===== config.mk =====
export PLATFORM = sky130hd
export DESIGN_NAME = brf_outq
export DESIGN_NICKNAME = d
export VERILOG_FILES = /design/src/design/brf_pkg.sv /design/src/design/brf_outq.sv
export SDC_FILE = /design/constraint.sdc
export NUM_CORES = 1
export LEC_CHECK = 0
export ABC_CLOCK_PERIOD_IN_PS = 1780
export BUFFER_PORTS_ARGS = -buffer_cell sky130_fd_sc_hd__buf_2
export CORE_MARGIN = 4
export CORE_UTILIZATION = 45
export DETAILED_ROUTE_END_ITERATION = 8
export GPL_ROUTABILITY_DRIVEN = 1
export PLACE_DENSITY = 0.74
export SYNTH_ARGS = -nofsm -noshare
export SYNTH_HDL_FRONTEND = slang
export SYNTH_SLANG_ARGS = --single-unit

===== constraint.sdc =====
create_clock -name i_clk -period 1.78 [get_ports i_clk]
set_input_delay 0.178 -clock i_clk [delete_from_list [all_inputs] [get_ports i_clk]]
set_output_delay 0.178 -clock i_clk [all_outputs]
set_load 0.01 [all_outputs]

===== src/design/brf_pkg.sv =====
// Shared types and constants for the circular byte FIFO with line reads.
`timescale 1ns / 1ps

package brf_pkg;

    // Field widths fixed by the interface
    localparam int REQ_W  = 2;
    localparam int DATA_W = 8;
    localparam int LEN_W  = 7;
    localparam int FILL_W = 11;

    // Defaults for the top-level parameters
    localparam int DEPTH_DEF    = 1024;
    localparam int MAX_READ_DEF = 64;

    // Delimiter after reset (newline)
    localparam logic [DATA_W-1:0] DELIM_RST = 8'd10;

    // Request codes
    typedef enum logic [REQ_W-1:0] {
        REQ_WRITE = 2'd0,
        REQ_READ  = 2'd1,
        REQ_LINE  = 2'd2,
        REQ_CLEAR = 2'd3
    } t_req;

    // Control sequencer states
    typedef enum logic [1:0] {
        ST_IDLE,
        ST_SCAN,
        ST_POP,
        ST_EMPTY
    } t_state;

    // One result beat as it travels to the output queue
    typedef struct packed {
        logic [FILL_W-1:0] fill;
        logic              acc;
        logic              last;
        logic              valid;
        logic [DATA_W-1:0] data;
    } t_beat;

endpackage


===== src/design/brf_outq.sv =====
// Two-entry result queue that decouples the sequencer from output stalls.
`timescale 1ns / 1ps

module brf_outq
    import brf_pkg::*;
(
    input  logic        i_clk,
    input  logic        i_rst_n,
    input  logic        i_push,
    input  t_beat       i_beat,
    input  logic        i_pop,
    output logic [1:0]  o_count,
    output logic        o_valid,
    output t_beat       o_head
);

    t_beat      r_slot [2];
    logic       r_wr;
    logic       r_rd;
    logic [1:0] r_count;
    logic [1:0] n_count;

    // Store an incoming beat
    always_ff @(posedge i_clk) begin
        if (i_push) begin
            r_slot[r_wr] <= i_beat;
        end
    end

    // Track pointers and occupancy
    always_comb begin
        n_count = r_count;
        if (i_push && !i_pop) begin
            n_count = r_count + 2'd1;
        end else if (!i_push && i_pop) begin
            n_count = r_count - 2'd1;
        end
    end

    always_ff @(posedge i_clk) begin
        if (!i_rst_n) begin
            r_wr    <= 1'b0;
            r_rd    <= 1'b0;
            r_count <= 2'd0;
        end else begin
            if (i_push) begin
                r_wr <= ~r_wr;
            end
            if (i_pop) begin
                r_rd <= ~r_rd;
            end
            r_count <= n_count;
        end
    end

    assign o_count = r_count;
    assign o_valid = (r_count != 2'd0);
    assign o_head  = r_slot[r_rd];

endmodule


# Word level (Yosys, flattened, before mapping)
# Memories as Yosys holds them, arrays and structs flattened. A register that Yosys moved wholly into a read port is not among the register bits.
# Index checks and enable logic that the tools add are counted.
[op_classes]
add_sub_neg = 2
multipliers = 0
n_div = 0
magnitude_cmp = 0
n_eq_ne = 0
shifts = 0
mux = 6
bitwise_logic = 2
n_reduce_logical = 6
[ops]
columns = ["op", "count"]
rows = [
  ["$mux 1", 4],
  ["$mux 2", 2],
  ["$reduce_bool 2->1", 2],
  ["$add 2x1->2 const B", 1],
  ["$logic_and 1x1->1", 2],
  ["$logic_not 1->1", 2],
  ["$not 1->1", 2],
  ["$sub 2x1->2 const B", 1],
]
[totals]
register_bits = 4
latchBits = 0
mem_bits_rw = 44
mem_bits_ro = 0
inputBits = 26
out_inout_bits = 25
memories = 1
[mem_list]
columns = ["memory", "depth", "word_bits", "rd", "rd_ports_with_merged_regs", "wr", "line", "rtl"]
rows = [
  ["r_slot", 2, 22, 1, 1, 1, "brf_outq.sv:17", "t_beat r_slot [2];"],
]

# Depth between registers and ports, before layout
# Gate-level depths: netlist of the first run.
[depth]
ltp_word = 4
mapped_depth = 5

# Least setup slack after synthesis of the first run
# No wires, ideal clock.
[synth_path]
kind = "flip-flop to flip-flop"
start = "register r_wr"
end = "memory r_slot[0][0] in the netlist's numbering, enable pin"
setup_time_ns = 0.405
t_arrival_ns = 1.340
setup_slack_ns = 0.035
path_stages_with_launch = 2
path_buffers = 0
synth_period_minus_slack_ns = 1.745
cell_sequence = "dfxtp_1 -> nor2b_1"
[synth_rtl]
columns = ["element", "line", "rtl"]
rows = [
  ["start: declaration", "brf_outq.sv:18", "logic r_wr;"],
  ["start signal: assignment", "brf_outq.sv:47", "r_wr <= ~r_wr;"],
  ["end: declaration", "brf_outq.sv:17", ""],
]
# Straight into the memory's write port.

==> results of run 1 <==
-- sequential cells by signal, summed over array words and instances (netlist names), named ones only --
name     flops
o_count      2
r_rd         1
r_wr         1
r_slot      44
-- per-layer routing --
layer,GRT usage [%],vias to the layer above
met1,13.11,455
li1,-,457
met5,0,-
met4,4.384,0
met3,6.108,4
met2,22.66,33
-- final cells by class --
cell class | instances | area [um2]
clock inverters | 2 | 10.01
multi-input cells | 37 | 359.1
fillers | 320 | 1516
clock buffers | 6 | 72.57
inverters | 1 | 3.754
flip-flops and latches | 49 | 1421
repair buffers | 55 | 300.3
well taps | 48 | 60.06
-- power groups by stage --
stage	Sequential, W	Clock, W	Combinational [W]
2_1_floorplan	0.00137	0	0.000158
3_3_place_gp	0.00137	0	0.000282
3_5_place_dp	0.00137	0	0.000290
4_1_cts	0.00135	0.000620	0.000291
5_1_grt	0.00135	0.000684	0.000314
6_report	0.00135	0.000595	0.000285
-- metrics by stage --
step,utilization (%),setup WS (ps),std cells,hold WS (ps)
after floorplan,-,35.41,89,276.9
after global placement,57.29,481.8,190,366.0
after global routing,59.49,53.16,198,45.10
after detailed placement,57.29,452.4,190,371.0
after CTS,59.49,114.9,198,55.53
final,59.49,147.6,198,69.69
-- final timing paths --
kind | from | depth (start not counted) | slack (ps) | to
worst max-delay path | register | 3 | 150 | o_head[14]
worst min-delay path | i_beat[7] | 1 | 70 | r_slot[0][7]
worst max register to register | r_wr | 2 | 750 | r_slot[1][3]
worst min register to register | o_count[1] | 2 | 520 | o_count[1]
-- layout by cell type (no fill, tap or decap), types with 2 or more instances in the layout --
master and n:
clkinv_2 2, and2_1 4, mux2_2 22, xor2_1 2, edfxtp_1 44, buf_4 4
clkbuf_8 5, buf_2 50, dfxtp_1 5
-- kinds of logic (layout without fill, tap and decap cells) --
| kind of cell | count (synthesis) | count (layout) | synth area share [%] |
|---|---|---|---|
| buffers and inverters | 3 | 64 | 0.7680 |
| adders and majority gates | 1 | 1 | 0.6982 |
| and+or+nand+nor | 8 | 8 | 2.793 |
| DFF | 49 | 49 | 79.33 |
| muxes | 22 | 22 | 13.83 |
| AOI/OAI and AO/OA | 3 | 3 | 1.117 |
| xor gates and xnor gates | 3 | 3 | 1.467 |
==> out/metrics.cfg, run 1 <==
[status]
outcome=completed

[routing]
dr.pass1.iters=4
wirelength_mm=2.874
wl_met1_mm=1.077
wl_met2_mm=1.535
final_antenna_net_count=0
vias=949
top_layer=met4
remaining_drc_errors=0
viasPerCell=4.793
routedWlPerCell_um=14.52
route.met3.wl_um=239
first_iter_violations=24

[synth]
synth_nets=116
yosys_warnings=0
synth.top_cells.by_area=edfxtp_1 74%, mux2_2 14%, dfxtp_1 5.6%
seq_area_frac_synth_pct=79.33
synth_cells=89
synth_most_common_cell=edfxtp_1
synth-seq-cells=49
yosys.area.top_type_share_pct=73.74
synthArstFlopShare_pct=0
synth_edf_count=44
ys.flop_type=edfxtp_1
syn_area_per_cell_um2=20.13
netlist_top_cells_count=44 x edfxtp_1, 22 x mux2_2, 5 x dfxtp_1
synth_top_area_cell=edfxtp_1
ys_types=15
synth_area_um2=1792

[global_routing]
grt_pass1_wl_mm=4.767
grt_pass1_vias=1035
antenna_found_initial=0
grt-ovfl-total=0
grt_max_degree=19
grt.total_usage_pct=12.77

[run]
maxCapViolCount=0

[cts]
cts_made_buffers=5
postCtsSetupRepairBufs=0
cts_buffer_depth=2
cts_sinks=49
cts-hold-fix-buffers=0
path_clk_slew_ps=80
clk_latency_ps=290
h-tree-depth=2
cts_tree=done
post_cts_resized=0
clockRootBuffer=clkbuf_8

[pwr]
swShare_pct=21.72
pwr-share-comb_pct=12.8
p_leak_nw=0.8656
seqPwrFrac_pct=60.5
p_total_w=0.002228
ir_worst_vdd_uv=666.5
p_sw_w=0.0004837
internal_power_w=0.001744
clkPwrFrac_pct=26.7
p_per_area_nw_per_um2=1000

[timing]
tightest_slew_ps=256.3
period_needed_ps=1632
rsz0062_at_grt=no
finalCritPeriodShare_pct=91.71
tns_ps=0
maxSlewViolCount=0
fmax_mhz=612.6
hold_viol_final=0
skew_ps=3.184
slew_headroom_pct=82.89
finalSetupViolations=0

[setup_path]
cp_max_fo=18
crit_chain=buf_12 -> mux2_2 -> buf_2
required_ps=1600
critPathBufInv=2
slowest_stage=dfxtp_1
worstPathArrival_ps=1450
endpoint_kind=output port
critPathMaxStageDelay_ps=470
cp_top_family=flip-flops
startpoint_type=register
path_class=register to output port

[die]
start_util_pct=47.86
core_region_area_um2=3744
die_y_um=71.10
rows=22
die_x_um=71.10
io_pins=51
fp.dieArea_um2=5055

[placement]
place_area_um2=2145
gp_congestion=0.6402
dp_hpwl_mm=2.128
io_buffers=50

[layout]
fin_area_um2=2227
layout.nets=176
area_growth_pct=24.30
drive_gt1_share_pct=57.33
diodes=0

[hold_path]
worstHoldPathType=primary input to register

No activity file was read; power rests on OpenSTA's default activity.
==> run 2: changes to the inputs <==
CTS_BUF_LIST = sky130_fd_sc_hd__clkbuf_16   (was unset)
RECOVER_POWER = 50   (was unset)
TNS_END_PERCENT = 20   (was unset)
==> run 2 against run 1 <==
Combinational power fell by 3%. Hold slack improved by 15 ps. Clock power rose by 44%. Critical endpoint unchanged. Largest power group unchanged.
==> out/metrics.cfg, run 2 (synthesized netlist as in run 1, its figures left out) <==
[die]
start_util_pct=47.86
die_x_um=71.10
io_pins=51
die_y_um=71.10
rows=22
core_region_area_um2=3744
fp.dieArea_um2=5055

[placement]
place_area_um2=2145
dp_hpwl_mm=2.128
io_buffers=50
gp_congestion=0.6402

[timing]
tightest_slew_ps=859.2
finalSetupViolations=0
fmax_mhz=620.0
maxSlewViolCount=0
hold_viol_final=0
tns_ps=0
slew_headroom_pct=42.72
finalCritPeriodShare_pct=90.61
skew_ps=3.588
period_needed_ps=1613
rsz0062_at_grt=no

[setup_path]
required_ps=1600
path_class=register to output port
critPathMaxStageDelay_ps=460
cp_top_family=flip-flops
critPathBufInv=2
slowest_stage=dfxtp_1
endpoint_kind=output port
cp_max_fo=18
crit_chain=buf_12 -> mux2_2 -> buf_2
startpoint_type=register
worstPathArrival_ps=1430

[global_routing]
grt-ovfl-total=0
antenna_found_initial=0
grt_max_degree=19
grt.total_usage_pct=12.77
grt_pass1_vias=1039
grt_pass1_wl_mm=4.740

[pwr]
p_sw_w=0.0005063
p_per_area_nw_per_um2=1099
internal_power_w=0.001975
swShare_pct=20.41
p_leak_nw=0.8509
pwr-share-comb_pct=11.1
seqPwrFrac_pct=54.4
ir_worst_vdd_uv=729.8
clkPwrFrac_pct=34.5

[cts]
cts_tree=done
h-tree-depth=2
postCtsSetupRepairBufs=0
cts_made_buffers=5
cts_sinks=49
cts-hold-fix-buffers=0
path_clk_slew_ps=60
post_cts_resized=0
clockRootBuffer=clkbuf_16
clk_latency_ps=280
cts_buffer_depth=2

[routing]
final_antenna_net_count=0
vias=948
wirelength_mm=2.862
first_iter_violations=39
remaining_drc_errors=0
dr.pass1.iters=2
routedWlPerCell_um=14.45
viasPerCell=4.788

[layout]
layout_commonest_cell=edfxtp_1
layout.nets=176
regMostFlops=r_slot
area_growth_pct=25.98
num-fill-cells=330
drive_gt1_share_pct=48.00
fin_area_um2=2257
layout_common_cells=44 x edfxtp_1, 40 x buf_2, 22 x mux2_2
diodes=0
largest_reg_flops=44

[run]
maxCapViolCount=0

[hold_path]
worstHoldPathType=primary input to register

[status]
outcome=completed

==> run 2: cell types whose count changed in the layout (fill, tap and decap cells not counted), sizes merged <==
cell | before | now
clkbuf | 6 | 18
buf | 55 | 42
inv | 1 | 2
==> run 2: path summary, 6_finish.rpt <==
kind	startpoint	end	slack, ps	depth (start not counted)
min	i_beat[20]	r_slot[0][20]	80	1
max reg2reg	r_wr	r_slot[0][10]	280	2
max	register	o_head[14]	170	3
min reg2reg	o_count[1]	o_count[1]	520	2
==> run 2: power by group through the flow <==
| stage | Sequential [W] | Clock (W) | Combinational (W) |
|---|---|---|---|
| 6_report | 0.00135 | 0.000855 | 0.000276 |
| 5_1_grt | 0.00136 | 0.000946 | 0.000305 |
| 4_1_cts | 0.00135 | 0.000891 | 0.000291 |
| 3_5_place_dp | 0.00137 | 0 | 0.000290 |
| 3_3_place_gp | 0.00137 | 0 | 0.000282 |
| 2_1_floorplan | 0.00137 | 0 | 0.000158 |
==> run 2: worst register-to-register path: cells and delay by family, from the launching register on <==
kind,cells,cell delay [ps]
buf+inv,1,670
flops,1,320
simple gates,1,140
==> run 2: cell type report <==
class / count / area [um2] / share of cell area [%]
inverters: 1 / 3.754 / 0.1663
multi-input cells: 37 / 356.6 / 15.80
clock buffers: 5 / 125.1 / 5.543
flip-flops and latches: 49 / 1421 / 62.97
repair buffers: 55 / 276.5 / 12.25
well taps: 48 / 60.06 / 2.661
clock inverters: 3 / 13.76 / 0.6098
==> run 2: per-stage QoR <==
| stage | util, % | setup slack (ps) | cells | hold WS, ps | total power [W] |
|---|---|---|---|---|---|
| 2_1_floorplan | - | 35.41 | 89 | 276.9 | 0.001528 |
| 3_3_place_gp | 57.29 | 481.8 | 190 | 366.0 | 0.001651 |
| 6_report | 60.29 | 167.1 | 198 | 84.36 | 0.002481 |
| 5_1_grt | 60.29 | 91.24 | 198 | 76.14 | 0.002607 |
| 4_1_cts | 61.00 | 139.8 | 198 | 75.08 | 0.002533 |
| 3_5_place_dp | 57.29 | 452.4 | 190 | 371.0 | 0.001665 |
==> run 2: routing by layer <==
metal,track usage (%),routed length [um]
met1,13.01,1060
met3,5.256,231
met2,22.76,1512
met5,0,0
met4,5.637,58
